## src/rsd_pkg.sv

```systemverilog
`timescale 1ns / 1ps
// ----------------------------------------------------------------------------
// rsd_pkg
// Types and constants shared by the descending record sorter.
// ----------------------------------------------------------------------------
package rsd_pkg;

    localparam int SCORE_W = 32;
    localparam int AGE_W   = 8;
    localparam int POS_W   = 6;

    typedef struct packed {
        logic signed [SCORE_W-1:0] score;
        logic        [AGE_W-1:0]   age;
        logic                      last_record;
    } t_in;

    typedef struct packed {
        logic signed [SCORE_W-1:0] sorted_score;
        logic        [AGE_W-1:0]   sorted_age;
        logic        [POS_W-1:0]   arrival_position;
        logic                      last_result;
    } t_out;

    // Classified record handed from the loader to the sorter.
    typedef struct packed {
        logic signed [SCORE_W-1:0] score;
        logic        [AGE_W-1:0]   age;
        logic        [POS_W-1:0]   pos;
        logic                      store;
        logic                      last;
    } t_job;

endpackage

```

## src/rsd_front.sv

```systemverilog
`timescale 1ns / 1ps
// ----------------------------------------------------------------------------
// rsd_front
// Loader: numbers each incoming record, marks overflow records to drop.
// ----------------------------------------------------------------------------
module rsd_front #(
    parameter int MAX_RECORDS = 64
) (
    input  logic          i_clk,
    input  logic          i_rst_n,
    input  logic          i_in_valid,
    output logic          o_in_ready,
    input  rsd_pkg::t_in  i_in,
    output logic          o_job_valid,
    input  logic          i_job_ready,
    output rsd_pkg::t_job o_job
);
    import rsd_pkg::*;

    localparam int CNT_W = $clog2(MAX_RECORDS + 1);

    logic [CNT_W-1:0] r_count;
    logic [CNT_W-1:0] n_count;
    logic             room;

    assign room        = (r_count < CNT_W'(MAX_RECORDS));
    assign o_in_ready  = i_job_ready;
    assign o_job_valid = i_in_valid;

    always_comb begin
        o_job.score = i_in.score;
        o_job.age   = i_in.age;
        o_job.pos   = POS_W'(r_count);
        o_job.store = room;
        o_job.last  = i_in.last_record;
    end

    always_comb begin
        n_count = r_count;
        if (i_in_valid && i_job_ready) begin
            if (i_in.last_record) begin
                n_count = '0;
            end else if (room) begin
                n_count = r_count + CNT_W'(1);
            end
        end
    end

    always_ff @(posedge i_clk) begin
        if (!i_rst_n) begin
            r_count <= '0;
        end else begin
            r_count <= n_count;
        end
    end

endmodule

```

## config.mk

```make
export PLATFORM = sky130hd
export DESIGN_NAME = rsd_front
export DESIGN_NICKNAME = d
export VERILOG_FILES = /design/src/rsd_pkg.sv /design/src/rsd_front.sv
export SDC_FILE = /design/constraint.sdc
export NUM_CORES = 1
export LEC_CHECK = 0
export BUFFER_PORTS_ARGS = -buffer_cell sky130_fd_sc_hd__buf_4
export CAP_MARGIN = 0
export CORE_MARGIN = 4
export CORE_UTILIZATION = 28
export DETAILED_ROUTE_END_ITERATION = 8
export GPL_ROUTABILITY_DRIVEN = 0
export PLACE_DENSITY = 0.84
export SLEW_MARGIN = 15
export SYNTH_ARGS = -nofsm -noshare
export SYNTH_HDL_FRONTEND = slang
export SYNTH_SLANG_ARGS = --single-unit
```

## constraint.sdc

```tcl
create_clock -name i_clk -period 1.3 [get_ports i_clk]
set_input_delay 0 -clock i_clk [delete_from_list [all_inputs] [get_ports i_clk]]
set_output_delay 0 -clock i_clk [all_outputs]
set_load 0.02 [all_outputs]
```

# After elaboration in Yosys (flattened, before gate mapping)
# Index checks and enable logic that the tools add are counted.
# totals
in_bits	45
ff_bits	7
output_inout_bits	50
# op_classes
n_addsub	1
magnitude_cmp	1
n_mux	2
n_reduce_logical	3
# op_table
cell	n
2-to-1 mux 7 bit	2
adder 7 x 1 -> 7 bit, second input constant	1
< comparator 7 bit, second input constant	1
AND reduction 2 bit	1
nonzero test 2 bit	1
logical AND 1 bit	1

# Longest topological paths before layout
# logic_depth
depth_word	3
ltp_mapped	4
ltp_nobuf	4

# Worst setup path before layout
# No wires, ideal clock.
# synth_path
path_type	register to register
startpoint	register r_count[0]
endpoint	register r_count[2]
t_arrival_ns	1.180
path_slack_ns	0.050
path_stages_with_launch	5
cell_sequence	dfxtp_1 > ha_1 > inv_1 > or4_1 > a21oi_1
# synth_via
elab_chain_cells	3
elab_cells_between_ends	6
cone_classes	add/sub (1); order compare (1); mux (2); reduce/logical (2)
# synth_rtl
element	line_no	text
from (decl)	rsd_front.sv:22	logic [CNT_W-1:0] r_count;
from (signal assigned)	rsd_front.sv:53	r_count <= n_count;
adder 7 x 1 -> 7 bit / < comparator 7 bit (equally long branches)	rsd_front.sv:44, rsd_front.sv:26	
2-to-1 mux 7 bit / nonzero test 2 bit (equally long branches)	n/a	
2-to-1 mux 7 bit / AND reduction 2 bit (equally long branches)	n/a	
# Several ways; a longest one is shown, not always the timed one. The select of a mux whose other input is x is not followed.
# A chain may end at the register's enable or synchronous reset.

# Final worst setup path
# layout_path
startpoint	register r_count[0]
endpoint	register r_count[0]
# Same word-level chain as after synthesis.

==> flow_summary.toml <==
[sta]
finClkSkew_ps = 0.931
setup_viol = 0
drv_slew = 0
rsz0062_at_grt = "false"
fmax_mhz = 807
period_needed_ps = 1240
worst_pin_slew_ps = 428
setup_tns_ps = 0
period_share = 0.953
finalHoldViolCount = 0
slew_headroom = 0.714

[pwr]
power_frac_comb = 0.119
switchingPower_w = 0.000119
swShare = 0.249
clock_power_share = 0.424
p_total_w = 0.000478
ir_drop_mv = 0.259
seq_power_share = 0.458
leakage_nw = 0.204
power_density_mw_per_mm2 = 849
intPower_w = 0.000359

[layout]
drive_gt1_frac = 0.371
multi_input_area_um2 = 225
final_common_cell = "buf_4"
fin_nets = 109
top_register = "r_count"
largest_reg_flops = 7
top_regs = "r_count: 7 flops"
diodes = 0
stdcell_area_um2 = 563
syn_to_final_growth_pct = -24.2
final_cell_mix = "buf_4, nand3_1, dfxtp_1"
final-seq-area_um2 = 143
fillCellCount = 274

[worst_setup_path]
critPathArrivalTime_ps = 1420
end_kind = "register"
cp-start-kind = "register"
r2r_slack_ps = 60
rr_worst_depth = 3
crit_fanout = 4
critPathRequiredTime_ps = 1480
r2r_end = "r_count[0]"
slowest_delay_ps = 520
critical-path-top-delay-family = "simple AND/OR/NAND/NOR gates"
worstPathCellList = "buf_4, or4_1, a21boi_1"
cp_slowest_cell = "or4_1"
worstSetupPathType = "reg2reg"
crit_buf_inv = 1
timing.rr.start = "r_count[0]"
crit_cells = 3

[die]
core_area_mm2 = 0.00250
row_count = 18
die_w_um = 59.5
pin_count = 95
die_y_um = 59.5
start_util = 0.297
dieArea_mm2 = 0.00354

[global_route]
grt_pass1_wl_um = 2040
grt.overflow.total = 0
grt_max_degree = 10
antenna_found_initial = 0
grt_pass1_vias = 484
grtUsageTotal = 0.0792

[cts]
tritoncts = "done"
root_buffer = "clkbuf_4"
worst_skew_pair.late_latency_ps = 250
cts_sinks = 7
clk_pin_slew_ps = 50
cts_buffer_depth = 2
cts_buffers = 3
cts_setup_buffers = 0
htreeDepth = 1

[yosys]
synth_xor_xnor_area_share = 0
synth_compound_area_frac = 0.0572
ys_warn_count = 0
syn_nets = 139
synth_top_family_by_area = "buffers and inverters"
avgSynthCellArea_um2 = 7.99
netlist_area_um2 = 743
ys_seq_area_frac = 0.189
synth.distinct_cells = 20
synth_seq_cells = 7
synth-simple-area-share = 0.172
synth.area.mux_share = 0.0404
syn_inst = 93
synthAdderAreaFrac = 0.0168

[routing]
dr.pass1.iters = 4
drt-initial-drc-count = 7
vias = 421
ant_nets = 0
viasPerCell = 4.58
drc = 0
avgRoutedWirePerCell_um = 13.6
routed_wl_um = 1250

[hold_path]
hold_end = "o_job[22]"
hold_depth = 0
worstHoldStart = "i_in[15]"
hold_class = "in2out"

[run]
max_cap_violations = 0

[placement]
place_area_um2 = 522
numPortBuffers = 14
place_hpwl_um = 1010

[status]
outcome = "finished, final reports clean"
-- repair_timing --
| item | 4_1_cts | 5_1_grt |
|---|---|---|
| hold buffers | 0 | 0 |
| resized for setup | 3 | 2 |
| pin swaps | 0 | 2 |
| gates cloned | 0 | 0 |
| endpoints found under the setup margin | 1 | 3 |
-- layout make-up --
cell class	instances	share of cell area
flip-flops and latches	7	0.253
well taps	30	0.0667
inverters	3	0.0200
repair buffers	16	0.213
multi-input cells	32	0.400
clock buffers	4	0.0467
-- power by group through the flow --
stage / Clock, W / Combinational, W / Sequential [W]
floorplan: 0 / 0.000214 / 0.000222
global placement: 0 / 0.0000547 / 0.000222
detailed placement: 0 / 0.0000564 / 0.000222
CTS: 0.000216 / 0.0000565 / 0.000218
global route: 0.000232 / 0.0000620 / 0.000219
finish: 0.000203 / 0.0000566 / 0.000219
-- cell usage after synthesis --
library cell | count | area share
dfxtp_1 | 7 | 0.19
nand2_1 | 3 | 0.015
nand4_1 | 1 | 0.0084
or4_1 | 2 | 0.020
a21boi_0 | 1 | 0.010
ha_1 | 1 | 0.017
nand2_2 | 1 | 0.0084
or4b_1 | 1 | 0.013
a21boi_1 | 1 | 0.010
a21oi_1 | 1 | 0.0067
nor2b_1 | 2 | 0.017
nor4_1 | 3 | 0.025
inv_1 | 3 | 0.015
o31ai_1 | 1 | 0.010
buf_1 | 1 | 0.0050
o21ai_0 | 3 | 0.020
mux2i_1 | 3 | 0.040
nand3_1 | 5 | 0.034
nand3b_1 | 3 | 0.030
buf_4 | 50 | 0.51
-- cells by family (layout without fill, tap and decap cells) --
family	after synthesis	after routing
buffers and inverters	54	23
and+or+nand+nor	21	21
adders and majority gates	1	1
muxes	3	3
AOI/OAI and AO/OA	7	7
DFF	7	7
-- how the worst max path moves through the flow --
stage                    start    endpoint  slack (ps)
floorplan           r_count[0]  r_count[2]          50
finish              r_count[0]  r_count[0]          60
detailed placement  r_count[0]  r_count[2]          -6
global route        r_count[6]  r_count[3]          10
global placement    r_count[0]  r_count[2]          70
CTS                 r_count[1]  r_count[1]           9
-- routing by layer --
| layer | vias up | routed length [µm] | global-route usage | share of wire |
|---|---|---|---|---|
| met5 | - | 0 | 0 | 0 |
| met2 | 30 | 582 | 0.103 | 0.46 |
| met3 | 8 | 231 | 0.0632 | 0.18 |
| li1 | 196 | - | - | - |
| met1 | 187 | 403 | 0.0650 | 0.32 |
| met4 | 0 | 34 | 0.104 | 0.027 |
-- stage by stage --
stage	setup slack, ps	cells	hold slack (ps)	util
global placement	68.3	88	0.137	0.209
CTS	9.15	92	0.137	0.221
finish	60.7	92	0.00776	0.225
global route	9.55	92	0.0293	0.225
floorplan	49.9	93	113	-
detailed placement	-6.32	88	0.137	0.209
-- worst reg2reg max path, delay by kind of cell (launching register included) --
| family | cells | cell delay, ps |
|---|---|---|
| compound gates | 1 | 170 |
| buf+inv | 1 | 140 |
| flops | 1 | 330 |
| simple gates | 1 | 520 |
(Power assumes the default switching activity.)
