[config.mk]
export PLATFORM = sky130hd
export DESIGN_NAME = rsd_fifo
export DESIGN_NICKNAME = d
export VERILOG_FILES = /design/src/rsd_pkg.sv /design/src/rsd_fifo.sv
export SDC_FILE = /design/constraint.sdc
export NUM_CORES = 1
export LEC_CHECK = 0
export BUFFER_PORTS_ARGS = -buffer_cell sky130_fd_sc_hd__buf_2
export CAP_MARGIN = 20
export CORE_MARGIN = 10
export CORE_UTILIZATION = 30
export DETAILED_ROUTE_END_ITERATION = 8
export GPL_ROUTABILITY_DRIVEN = 0
export HOLD_SLACK_MARGIN = 0.02
export PLACE_DENSITY_LB_ADDON = 0.15
export SYNTH_ARGS = -nofsm -noshare
export SYNTH_HDL_FRONTEND = slang
export SYNTH_SLANG_ARGS = --single-unit
[constraint.sdc]
create_clock -name i_clk -period 2.3 [get_ports i_clk]
set_input_delay 0.46 -clock i_clk [delete_from_list [all_inputs] [get_ports i_clk]]
set_output_delay 0.46 -clock i_clk [all_outputs]
set_load 0.02 [all_outputs]
[src/rsd_pkg.sv]
`timescale 1ns / 1ps
// ----------------------------------------------------------------------------
// rsd_pkg
// Types and constants shared by the descending record sorter.
// ----------------------------------------------------------------------------
package rsd_pkg;

    localparam int SCORE_W = 32;
    localparam int AGE_W   = 8;
    localparam int POS_W   = 6;

    typedef struct packed {
        logic signed [SCORE_W-1:0] score;
        logic        [AGE_W-1:0]   age;
        logic                      last_record;
    } t_in;

    typedef struct packed {
        logic signed [SCORE_W-1:0] sorted_score;
        logic        [AGE_W-1:0]   sorted_age;
        logic        [POS_W-1:0]   arrival_position;
        logic                      last_result;
    } t_out;

    // Classified record handed from the loader to the sorter.
    typedef struct packed {
        logic signed [SCORE_W-1:0] score;
        logic        [AGE_W-1:0]   age;
        logic        [POS_W-1:0]   pos;
        logic                      store;
        logic                      last;
    } t_job;

endpackage

[src/rsd_fifo.sv]
`timescale 1ns / 1ps
// ----------------------------------------------------------------------------
// rsd_fifo
// Two-entry queue of classified records between loader and sorter.
// ----------------------------------------------------------------------------
module rsd_fifo (
    input  logic          i_clk,
    input  logic          i_rst_n,
    input  logic          i_push_valid,
    output logic          o_push_ready,
    input  rsd_pkg::t_job i_push,
    output logic          o_pop_valid,
    input  logic          i_pop_ready,
    output rsd_pkg::t_job o_pop
);
    import rsd_pkg::*;

    localparam int DEPTH = 2;

    t_job       r_mem [DEPTH];
    logic       r_wptr;
    logic       r_rptr;
    logic [1:0] r_fill;
    logic       push;
    logic       pop;

    assign o_push_ready = (r_fill != 2'(DEPTH));
    assign o_pop_valid  = (r_fill != 2'd0);
    assign o_pop        = r_mem[r_rptr];
    assign push         = i_push_valid && o_push_ready;
    assign pop          = o_pop_valid && i_pop_ready;

    always_ff @(posedge i_clk) begin
        if (push) begin
            r_mem[r_wptr] <= i_push;
        end
    end

    always_ff @(posedge i_clk) begin
        if (!i_rst_n) begin
            r_wptr <= 1'b0;
            r_rptr <= 1'b0;
            r_fill <= 2'd0;
        end else begin
            if (push) begin
                r_wptr <= ~r_wptr;
            end
            if (pop) begin
                r_rptr <= ~r_rptr;
            end
            if (push && !pop) begin
                r_fill <= r_fill + 2'd1;
            end else if (pop && !push) begin
                r_fill <= r_fill - 2'd1;
            end
        end
    end

endmodule

# Word-level counts from Yosys, hierarchy flattened
# Memory sizes are Yosys's and may differ from the RTL's. A register that Yosys moved wholly into a read port is not among the register bits.
# Cells that the tools add are included.
[totals] register_bits=4 word_cells=23 ram_bits=96 mem_count=1
[mem_list] name="r_mem" depth=2 word_bits=48 rd=1 rd_clocked_by_memory_dff=1 write_ports=1 line_no="rsd_fifo.sv:20" rtl="t_job r_mem [DEPTH];"
[op_classes] mux=6 bitwise=2 add_sub_neg=2 n_eq_ne=1 reduce_logical=8
[ops] cell="logical AND 1 bit" count=4
[ops] cell="two-way mux 1 bit" count=4
[ops] cell="two-way mux 2 bit" count=2
[ops] cell="nonzero test 2 bit" count=2
[ops] cell="adder 2 x 1 -> 2 bit (second input constant)" count=1
[ops] cell="zero test 1 bit" count=2
[ops] cell="inequality test 2 bit (second input constant)" count=1
[ops] cell="NOT 1 bit" count=2
[ops] cell="subtractor 2 x 1 -> 2 bit (second input constant)" count=1

# Longest topological paths before layout
# Gate-level depths: netlist of run 1.
[logic_depth] ltp_word=6 mapped_depth=6

# Worst setup path after synthesis of run 1
# Ideal clock, no wire load.
[synth_timing] path_type="reg-to-reg" startpoint="reg r_fill[0]" endpoint="mem r_mem[1][0] in the netlist's numbering (enable)" arrival_ns=1.797 required_time_ns=1.889 path_stages_with_launch=3 slack_ns=0.093 period_less_slack_ns=2.207 setup_ns=0.411 cell_sequence="dfxtp_1 nand2b_4 and3_1"
[synth_between] elab_chain_cells=4
[synth_lines] item="start, declared" line_no="rsd_fifo.sv:23" rtl="logic [1:0] r_fill;"
[synth_lines] item="start signal, assigned" line_no="rsd_fifo.sv:52" rtl="r_fill <= r_fill + 2'd1;"
[synth_lines] item="start signal, assigned" line_no="rsd_fifo.sv:54" rtl="r_fill <= r_fill - 2'd1;"
[synth_lines] item="inequality test 2 bit" line_no="rsd_fifo.sv:27" rtl="assign o_push_ready = (r_fill != 2'(DEPTH));"
[synth_lines] item="named net o_push_ready" line_no="rsd_fifo.sv:10" rtl="output logic o_push_ready,"
[synth_lines] item="logical AND 1 bit" line_no="rsd_fifo.sv:30" rtl="assign push = i_push_valid && o_push_ready;"
[synth_lines] item="two-way mux 1 bit" line_no="rsd_fifo.sv:34" rtl="if (push) begin"
[synth_lines] item="two-way mux 1 bit (implied by the code)" line_no="rsd_fifo.sv:35" rtl="r_mem[r_wptr] <= i_push;"
[synth_lines] item="end, declared" line_no="rsd_fifo.sv:20"
# The timed path passes the listed nets, and every way through them passes these cells.

==> summary.txt, run 1 <==
Setup path
  – Startpoint types: flip-flop
  – Slowest-stage cell, CP: mux2_2
  – CP cell instances: buf_4 -> mux2_2 -> buf_2
  – CP required: between 1.5 and 2 ns
  – Crit. End Element: output port
  – CP Class: flip-flop to output port
  – Peak per-stage delay on the critical path: around 0.39 ns
  – Worst Path Max Fanout: 25
  – Worst EP arrival: 1.54 ns

Routing
  – Total number of vias: ~1900
  – Vias per cell: 4.17
  – DR iter-0 viols: a little under 80
  – Routed Antenna Nets: 0
  – Drt drc: 0
  – Wire per inst: roughly 16 um
  – Pre-antenna DRT Iters: 4
  – Routed WL: between 7000 and 8000 um

Clock network
  – Clock-pin slew on the worst setup and hold paths: around 0.070 ns
  – CTS buffer count: 9
  – CTS tree: built
  – Clock sinks: just over 100
  – Htree depth: 3
  – Root buffer cell: clkbuf_16
  – Post-CTS Resized: 0
  – Clock Path Buffers: 2
  – Setup repair bufs after CTS: 0
  – Clk_lat worst skew: between 0.3 and 0.4 ns
  – Hold_buf cts: 0

Synth
  – Async SR Flop Fraction: 0
  – Register bit count reported by yosys: roughly 100
  – Mapped Avg Cell Area: ~21 um^2
  – Top cell type's share of synthesized area: 0.778
  – Post-synth top cells: edfxtp_1, mux2_2, dfxtp_1
  – Main synth FF type: edfxtp_1
  – Synth warn: 0
  – Synth Net Count: roughly 230
  – Synth cell types: 21
  – EDFF count, synth: 96
  – Sequential share of the synthesized area: 0.805
  – Yosys top cell by area: edfxtp_1
  – Main area contributors after synthesis: edfxtp_1, mux2_2, dfxtp_1
  – Synthesized area: between 3000 and 4000 um^2
  – Synthesized instance count: between 150 and 200
  – Top-count cell post-synth: edfxtp_1

STA
  – Slew HR: 0.752
  – Max Transition Viols Final: 0
  – Clk_skew: ~0.0056 ns
  – Fmax: 499 MHz
  – Count of final setup violators: 0
  – Fin Setup TNS: 0 ns
  – Final hold viol count: 0
  – Worst Max-Slew Pin Slew: 0.372 ns
  – Tmin final: around 2 ns
  – RSZ-0062 raised after global routing: false
  – Period utilisation layout: 0.871

Global routing
  – GR Overflow Total: 0
  – GR Util All Layers: 0.0854
  – Vias in the first global route: ~2200
  – First-pass GRT wire length: around 12000 um
  – Initial antenna violation count: 0
  – Largest net degree at the start of global routing: 27

Cells and area
  – Share of cells above drive strength 1: 0.603
  – Final net count: approximately 340
  – Antenna cells: 0
  – Layout Area Growth over Synthesis: 27.1%
  – Non-Filler Instances: 458

Die
  – DIE AREA: between 15000 and 20000 um^2
  – Initial Util: 0.307
  – Rows: 40
  – Die extent in y: 131 um
  – Die Wd: ~130 um
  – Ports: between 100 and 150
  – Core Area: approximately 12000 um^2

Min path
  – HP Class: input pin to flip-flop

Pwr
  – Power density cells: 1120 nW/um^2
  – Worst vdd ir: around 0.44 mV
  – Leakage: approximately 1.7 nW

Placement
  – I/O Buffers: around 100
  – Placed Instances: roughly 440
  – Post-DP HPWL: around 5300 um

Run status
  – Status: completed

Run
  – Max-Cap Viols: 0
## per-layer routing
| metal | global-route usage | vias to the layer above | share of wire |
|---|---|---|---|
| li1 | - | 896 | - |
| met1 | 0.0991 | 928 | 0.43 |
| met2 | 0.128 | 80 | 0.45 |
| met3 | 0.0518 | 8 | 0.10 |
| met4 | 0.0263 | 0 | 0.011 |
| met5 | 0 | - | 0 |
## power breakdown
part / switching [mW] / leakage [nW] / internal (mW)
registers: 0.0668 / 0.938 / 2.30
logic: 0.880 / 0.665 / 0.602
clock network: 0.592 / 0.138 / 0.831
## logic make-up after synthesis
family | share of synthesized area
xor gates and xnor gates | 0.00709
and+or+nand+nor | 0.0176
muxes | 0.146
buffers and inverters | 0.0118
AOI/OAI and AO/OA | 0.00945
DFF | 0.805
adders and majority gates | 0.00338
## final cells by class
type,instances,area [um^2]
tap,168,210
multi-input combinational,66,681
clock buffer,10,229
fill,1164,7350
timing repair buffer,107,551
clock inverter,5,52.6
inverter,1,3.75
sequential,101,2980
## layout by cell type (no fill, tap or decap)
cell type   count
and3_2          1
nand3b_1        1
a21boi_0        1
inv_2           1
a21boi_1        1
buf_4           6
dfxtp_2         1
clkbuf_16       9
xnor2_1         2
ha_1            1
edfxtp_1       96
xor2_1          1
dfxtp_1         4
o21ai_1         1
clkinvlp_4      1
o21ai_0         1
clkinv_2        3
or2_2           1
buf_2         101
and2_1          4
bufinv_16       1
mux2_2         48
or3_1           1
nand2b_4        1
clkbuf_1        1
a21bo_2         1
## path summary, 6_finish.rpt
path	start	endpoint	slack, ns	cells after the start
hold / removal	i_push[2]	r_mem[0][2]	0.31	1
hold reg to reg	r_fill[1]	r_fill[1]	0.56	2
setup / recovery	flip-flop	o_pop[24]	0.30	3
setup reg to reg	r_fill[0]	r_fill[1]	0.73	5
## state kept, by name, summed over array words and instances, names as in the netlist, named ones only
signal,cells
r_mem,96
r_wptr,1
r_rptr,1
r_fill,2
## critical path, delay by kind of cell, from the launching register on
family	cells	cell delay, ns
flip-flops	1	0.32
multiplexers	1	0.39
buffers and inverters	2	0.48
## per-stage QoR
step	hold WS [ns]	util	setup WS, ns	instance area (um^2)	total power, mW
6_report	0.310	0.391	0.296	4710	5.27
5_1_grt	0.295	0.391	0.205	4710	5.56
4_1_cts	0.296	0.391	0.249	4710	5.38
3_5_place_dp	0.546	0.367	0.619	4430	3.93
3_3_place_gp	0.538	0.367	0.635	4430	3.92
2_1_floorplan	0.512	-	0.0927	3710	3.44
No activity file was read; power rests on OpenSTA's default activity.
==> run 2, diff against run 1 <==
--- a/config.mk
+++ b/config.mk
@@ -13,6 +13,7 @@
 export GPL_ROUTABILITY_DRIVEN = 0
 export HOLD_SLACK_MARGIN = 0.02
 export PLACE_DENSITY_LB_ADDON = 0.15
+export SETUP_SLACK_MARGIN = 0.5
 export SYNTH_ARGS = -nofsm -noshare
 export SYNTH_HDL_FRONTEND = slang
 export SYNTH_SLANG_ARGS = --single-unit
==> run 2 against run 1 <==
  * Clock skew decreased by 0.0019 ns
  * Combinational power is 17% higher
  * Register-to-register slack worse by 0.07 ns
  * Highest routed layer unchanged
==> summary.txt, run 2 (same netlist as run 1, synthesis figures left out) <==
Run status
  – Status: completed (unchanged)

Clock network
  – Setup repair bufs after CTS: 0 (unchanged)
  – CTS buffer count: 9 (unchanged)
  – Clock Path Buffers: 2 (unchanged)
  – CTS tree: built (unchanged)
  – Hold_buf cts: 0 (unchanged)
  – Clock-pin slew on the worst setup and hold paths: 0.06 ns (was 0.07 ns)
  – Clk_lat worst skew: 0.34 ns (about the same)
  – Htree depth: 3 (unchanged)
  – Root buffer cell: clkbuf_16 (unchanged)
  – Clock sinks: 101 (unchanged)

Run
  – Max-Cap Viols: 0 (unchanged)

Pwr
  – Clk pwr share: 0.262 (was 0.270)
  – Pwr Total: 5.58 mW (was 5.27 mW)
  – Power density cells: 1130 nW/um^2 (was 1120 nW/um^2)
  – Internal power: 3.94 mW (was 3.73 mW)
  – Net Sw Frac: 0.293 (was 0.292)
  – Leakage: 1.82 nW (was 1.74 nW)
  – Sw Pwr: 1.64 mW (was 1.54 mW)
  – Worst vdd ir: 0.899 mV (was 0.444 mV)
  – Flop pwr share: 0.428 (was 0.449)
  – Comb power frac: 0.310 (was 0.281)

STA
  – Tmin final: 1.92 ns (was 2.00 ns)
  – Worst Max-Slew Pin Slew: 0.512 ns (was 0.372 ns)
  – Final hold viol count: 0 (unchanged)
  – Max Transition Viols Final: 0 (unchanged)
  – Fin Setup TNS: 0 ns (unchanged)
  – Period utilisation layout: 0.834 (was 0.871)
  – RSZ-0062 raised after global routing: true (was false)
  – Fmax: 522 MHz (was 499 MHz)
  – Clk_skew: 0.00371 ns (was 0.00557 ns)
  – Final worst slack: 0.382 ns (was 0.296 ns)
  – Count of final setup violators: 0 (unchanged)
  – Slew HR: 0.659 (was 0.752)

Cells and area
  – Max FFs per register: 96 (unchanged)
  – Antenna cells: 0 (unchanged)
  – Share of cells above drive strength 1: 0.604 (was 0.603)
  – Non-Filler Instances: 461 (was 458)
  – Commonest non-fill, non-tap cells in the layout: edfxtp_1, buf_2, mux2_2 (was buf_2, edfxtp_1, mux2_2)
  – Fill cell count: 1138 (was 1164)
  – Final net count: 341 (was 339)
  – Layout Area Growth over Synthesis: 33.2% (was 27.1%)
  – Biggest register: r_mem (unchanged)
  – Top Registers: r_mem (96), r_fill (2) (unchanged)
  – Layout Utilization: 0.409 (was 0.391)
  – Most common cell after layout, fill and taps aside: edfxtp_1 (was buf_2)

Placement
  – Post-DP HPWL: 5210 um (was 5330 um)
  – I/O Buffers: 101 (unchanged)
  – Placed Instances: 443 (unchanged)
  – Setup WS pre-CTS: 0.617 ns (was 0.619 ns)

Setup path
  – R2r setup slk: 0.66 ns (was 0.73 ns)
  – Worst EP arrival: 1.46 ns (was 1.54 ns)
  – Startpoint types: flip-flop (unchanged)
  – Crit. End Element: output port (unchanged)
  – R2r worst-path depth: 3 (was 5)
  – R2R Path End: r_mem[1][19] (was r_fill[1])
  – CP required: 1.84 ns (about the same)
  – Critical path capture point: o_pop[21] (was o_pop[24])
  – Worst Path Max Fanout: 15 (was 25)
  – CP Class: flip-flop to output port (unchanged)
  – Worst r2r src: r_fill[0] (unchanged)

Die
  – Die extent in y: 131 um (unchanged)
  – Die Wd: 131 um (unchanged)
  – Ports: 102 (unchanged)
  – DIE AREA: 17200 um^2 (unchanged)
  – Core Area: 12100 um^2 (unchanged)
  – Initial Util: 0.307 (unchanged)
  – Rows: 40 (unchanged)

Routing
  – Pre-antenna DRT Iters: 4 (unchanged)
  – Wire per inst: 16.8 um (was 16.3 um)
  – Routed WL: 7770 um (was 7450 um)
  – Drt drc: 0 (unchanged)
  – Routed Antenna Nets: 0 (unchanged)
  – Vias per cell: 4.24 (was 4.17)
  – Total number of vias: 1954 (was 1912)
  – DR iter-0 viols: 81 (was 79)

Global routing
  – Vias in the first global route: 2131 (was 2207)
  – Initial antenna violation count: 0 (unchanged)
  – GR Overflow Total: 0 (unchanged)
  – Largest net degree at the start of global routing: 34 (was 27)
  – GR Util All Layers: 0.0912 (was 0.0854)
  – First-pass GRT wire length: 12100 um (was 11600 um)

Min path
  – HP Class: input pin to flip-flop (unchanged)
## run 2: changes by cell type in the layout (fill, tap and decap cells not counted), sizes merged
| cell | change |
|---|---|
| buf | +1 |
| clkinv | +1 |
| clkinvlp | +2 |
| inv | -1 |
## run 2: power by group through the flow
stage | clock [mW] | sequential [mW] | combinational, mW
CTS | 1.52 | 2.39 | 1.66
global route | 1.58 | 2.42 | 1.87
detailed placement | 0 | 2.41 | 1.59
global placement | 0 | 2.40 | 1.59
finish | 1.46 | 2.39 | 1.73
floorplan | 0 | 2.39 | 1.05
## run 2: what timing repair did
| action | CTS | global route |
|---|---|---|
| pin swaps | 0 | 0 |
| setup endpoints to repair | 48 | 48 |
| resized for setup | 5 | 27 |
| gates cloned | 1 | 1 |
## run 2: how the worst min path moves through the flow
stage               startpoint           end  slack, ns  cells past startpoint
CTS                 i_push[11]  r_mem[0][11]       0.28                      1
global placement     r_fill[1]     r_fill[1]       0.54                      2
global route        i_push[27]  r_mem[0][27]       0.28                      1
finish               i_push[2]   r_mem[1][2]       0.30                      1
detailed placement   r_fill[1]     r_fill[1]       0.55                      2
floorplan            r_fill[1]     r_fill[1]       0.51                      2
## run 2: per-stage QoR
step | area [um^2] | hold slack [ns]
after CTS | 4830 | 0.282
after global placement | 4500 | 0.539
after global routing | 4930 | 0.281
after detailed placement | 4500 | 0.549
final | 4930 | 0.304
after floorplan | 3710 | 0.512
## run 2: area by class of cell
cell class,count,area (um^2),area share
clock buffer,9,225,0.0456
clock inverter,7,66.3,0.0134
inverter,1,7.51,0.00152
multi-input combinational,66,711,0.144
sequential,101,2990,0.605
tap,168,210,0.0426
timing repair buffer,109,728,0.148
## run 2: metal layers
layer	GRT usage	wire, um	part of all wire	up-vias
met5	0	0	0	-
met4	0.0413	150	0.019	0
met3	0.0514	765	0.099	12
met2	0.128	3360	0.43	79
met1	0.111	3490	0.45	950
li1	-	-	-	913
## run 2: critical path, stage by stage (launching register included)
cell and delay (ns):
dfxtp_4 0.43, buf_12 0.17, mux2_2 0.35, buf_2 0.16
==> run 3, diff against run 2 <==
==> constraint.sdc (replaced) <==
create_clock -name i_clk -period 1.5 [get_ports i_clk]
set_input_delay 0.3 -clock i_clk [delete_from_list [all_inputs] [get_ports i_clk]]
set_output_delay 0.3 -clock i_clk [all_outputs]
set_load 0.02 [all_outputs]
==> run 3 against run 2 <==
  * The run now ends with setup timing left
  * Combinational power grew 150%
  * Clock power grew 58%
  * Cell count grew 6.3%
  * Sequential power grew 54%
==> summary.txt, run 3 (same netlist as run 1, synthesis figures left out) <==
STA
  – Clk_skew: 0.00490 ns (was 0.00371 ns)
  – Count of final setup violators: 48 (was 0)
  – RSZ-0062 raised after global routing: true (unchanged)
  – Final worst slack: -0.219 ns (was 0.382 ns)
  – Worst Max-Slew Pin Slew: 0.180 ns (was 0.512 ns)
  – Tmin final: ~1.7 ns
  – Period utilisation layout: 1.15
  – Max Transition Viols Final: 0 (unchanged)
  – Slew HR: 0.878 (was 0.659)
  – Final hold viol count: 0 (unchanged)
  – Worst hold slack: 0.144 ns (was 0.304 ns)
  – Fmax: 582 MHz

Setup path
  – Startpoint types: flip-flop (unchanged)
  – Peak per-stage delay on the critical path: 0.42 ns (was 0.43 ns)
  – Crit. End Element: output port (unchanged)
  – Worst Path Max Fanout: 14 (was 15)
  – Slowest-stage cell, CP: dfxtp_4 (unchanged)
  – Buf/Inv on CP: 2 (unchanged)
  – CP Class: flip-flop to output port (unchanged)
  – Crit path max-delay family: flip-flops (unchanged)
  – CP cell instances: buf_12 -> mux2_4 -> buf_6 (was buf_12 -> mux2_2 -> buf_2)
  – CP required: 1.20 ns (was 1.84 ns)
  – Worst EP arrival: 1.42 ns (was 1.46 ns)

Cells and area
  – Commonest non-fill, non-tap cells in the layout: edfxtp_1, buf_6, buf_2 (was edfxtp_1, buf_2, mux2_2)
  – Fill cell count: 1017 (was 1138)
  – Layout Utilization: 0.495 (was 0.409)
  – Non-Filler Instances: 490 (was 461)
  – Max FFs per register: 96 (unchanged)
  – Top Registers: r_mem (96), r_fill (2) (unchanged)
  – Layout Area Growth over Synthesis: 60.9% (was 33.2%)
  – Share of cells above drive strength 1: 0.661 (was 0.604)
  – Antenna cells: 0 (unchanged)
  – Biggest register: r_mem (unchanged)
  – Final net count: 370 (was 341)
  – Area of the multi-input gates: 926 um^2 (was 711 um^2)
  – Most common cell after layout, fill and taps aside: edfxtp_1 (unchanged)
  – Area occupied by registers: 2990 um^2 (about the same)

Routing
  – Routed WL: 8930 um (was 7770 um)
  – Metal2 WL: 4600 um (was 3360 um)
  – Total number of vias: 2071 (was 1954)
  – Vias per cell: 4.23 (was 4.24)
  – Top Metal Used: met4 (unchanged)
  – Routed Antenna Nets: 0 (unchanged)
  – Met1 wire length: 3730 um (was 3490 um)
  – Drt drc: 0 (unchanged)
  – Pre-antenna DRT Iters: 4 (unchanged)
  – WL met3: 504 um (was 765 um)
  – Wire per inst: 18.2 um (was 16.8 um)
  – DR iter-0 viols: 94 (was 81)

Global routing
  – GR Overflow Total: 0 (unchanged)
  – Largest net degree at the start of global routing: 21 (was 34)
  – Initial antenna violation count: 0 (unchanged)
  – GR Util All Layers: 0.101 (was 0.0912)
  – First-pass GRT wire length: 13500 um (was 12100 um)
  – Vias in the first global route: 2336 (was 2131)

Pwr
  – Worst vdd ir: 1.22 mV (was 0.899 mV)
  – Power density cells: 1720 nW/um^2 (was 1130 nW/um^2)
  – Pwr Total: 10.3 mW (was 5.58 mW)
  – Leakage: 2.33 nW (was 1.82 nW)

Clock network
  – Hold_buf cts: 0 (unchanged)
  – Clk_lat worst skew: 0.34 ns (about the same)
  – CTS buffer count: 9 (unchanged)
  – Clock sinks: 101 (unchanged)
  – Root buffer cell: clkbuf_16 (unchanged)
  – Htree depth: 3 (unchanged)
  – CTS tree: built (unchanged)
  – Clock-pin slew on the worst setup and hold paths: 0.06 ns (about the same)
  – Clock Path Buffers: 2 (unchanged)

Die
  – Die Wd: 131 um (unchanged)
  – Rows: 40 (unchanged)
  – DIE AREA: 17200 um^2 (unchanged)
  – Ports: 102 (unchanged)
  – Core Area: 12100 um^2 (unchanged)
  – Initial Util: 0.307 (unchanged)
  – Die extent in y: 131 um (unchanged)

Run status
  – Status: finished, violations left (was completed)
  – Failing checks: setup timing

Placement
  – Placed Instances: 445 (was 443)
  – Post-DP HPWL: 5340 um (was 5210 um)
  – Setup WS pre-CTS: 0.00792 ns (was 0.617 ns)
  – I/O Buffers: 101 (unchanged)

Run
  – Max-Cap Viols: 0 (unchanged)

Min path
  – HP Class: input pin to flip-flop (unchanged)
[run 3: changes by cell type in the layout (fill, tap and decap cells not counted), sizes merged]
cell / before / now
clkbuf: 10 / 18
clkinv: 4 / 0
buf: 108 / 135
clkinvlp: 3 / 1
[run 3: worst register-to-register path, delay by kind of cell, from the launching register on]
family | cells | cell delay [ns]
simple gates | 3 | 0.63
compound gates | 1 | 0.12
flops | 1 | 0.35
xor+xnor | 1 | 0.14
fa+ha+maj | 1 | 0.15
[run 3: report_power, final]
part           switching (mW)  total (mW)  internal (mW)  leakage [nW]
Combinational            1.79        4.26           2.47          1.25
Sequential              0.147        3.69           3.54         0.940
Clock                   0.925        2.31           1.39         0.144
Total                    2.86        10.3           7.40          2.33
[run 3: cell type report]
class / instances / area share
clock inverter: 1 / 0.00503
clock buffer: 15 / 0.0449
sequential: 101 / 0.502
timing repair buffer: 138 / 0.256
tap: 168 / 0.0352
inverter: 1 / 0.00126
multi-input combinational: 66 / 0.155
[run 3: final timing paths]
check	depth (start not counted)	startpoint	slack, ns	to
setup / recovery	3	flip-flop	-0.22	o_pop[7]
hold / removal	1	i_push[2]	0.14	r_mem[0][2]
setup reg to reg	6	r_fill[0]	0.03	r_fill[1]
hold reg to reg	2	r_fill[1]	0.57	r_fill[1]
[run 3: timing repair]
action,4_1_cts,5_1_grt
setup endpoints to repair,150,151
cloned,10,3
pin swaps,5,4
resized for setup,126,8
buffers inserted,11,5
[run 3: metrics by stage]
step	cell area (um^2)	TNS, ns
floorplan	3940	-17.92
global placement	4730	0
detailed placement	4730	0
CTS	5820	-10.14
global route	5960	-11.95
finish	5960	-9.31
[run 3: layer usage]
metal	vias to the layer above	track usage
li1	979	-
met1	1026	0.116
met2	58	0.168
met3	8	0.0442
met4	0	0.0300
met5	-	0
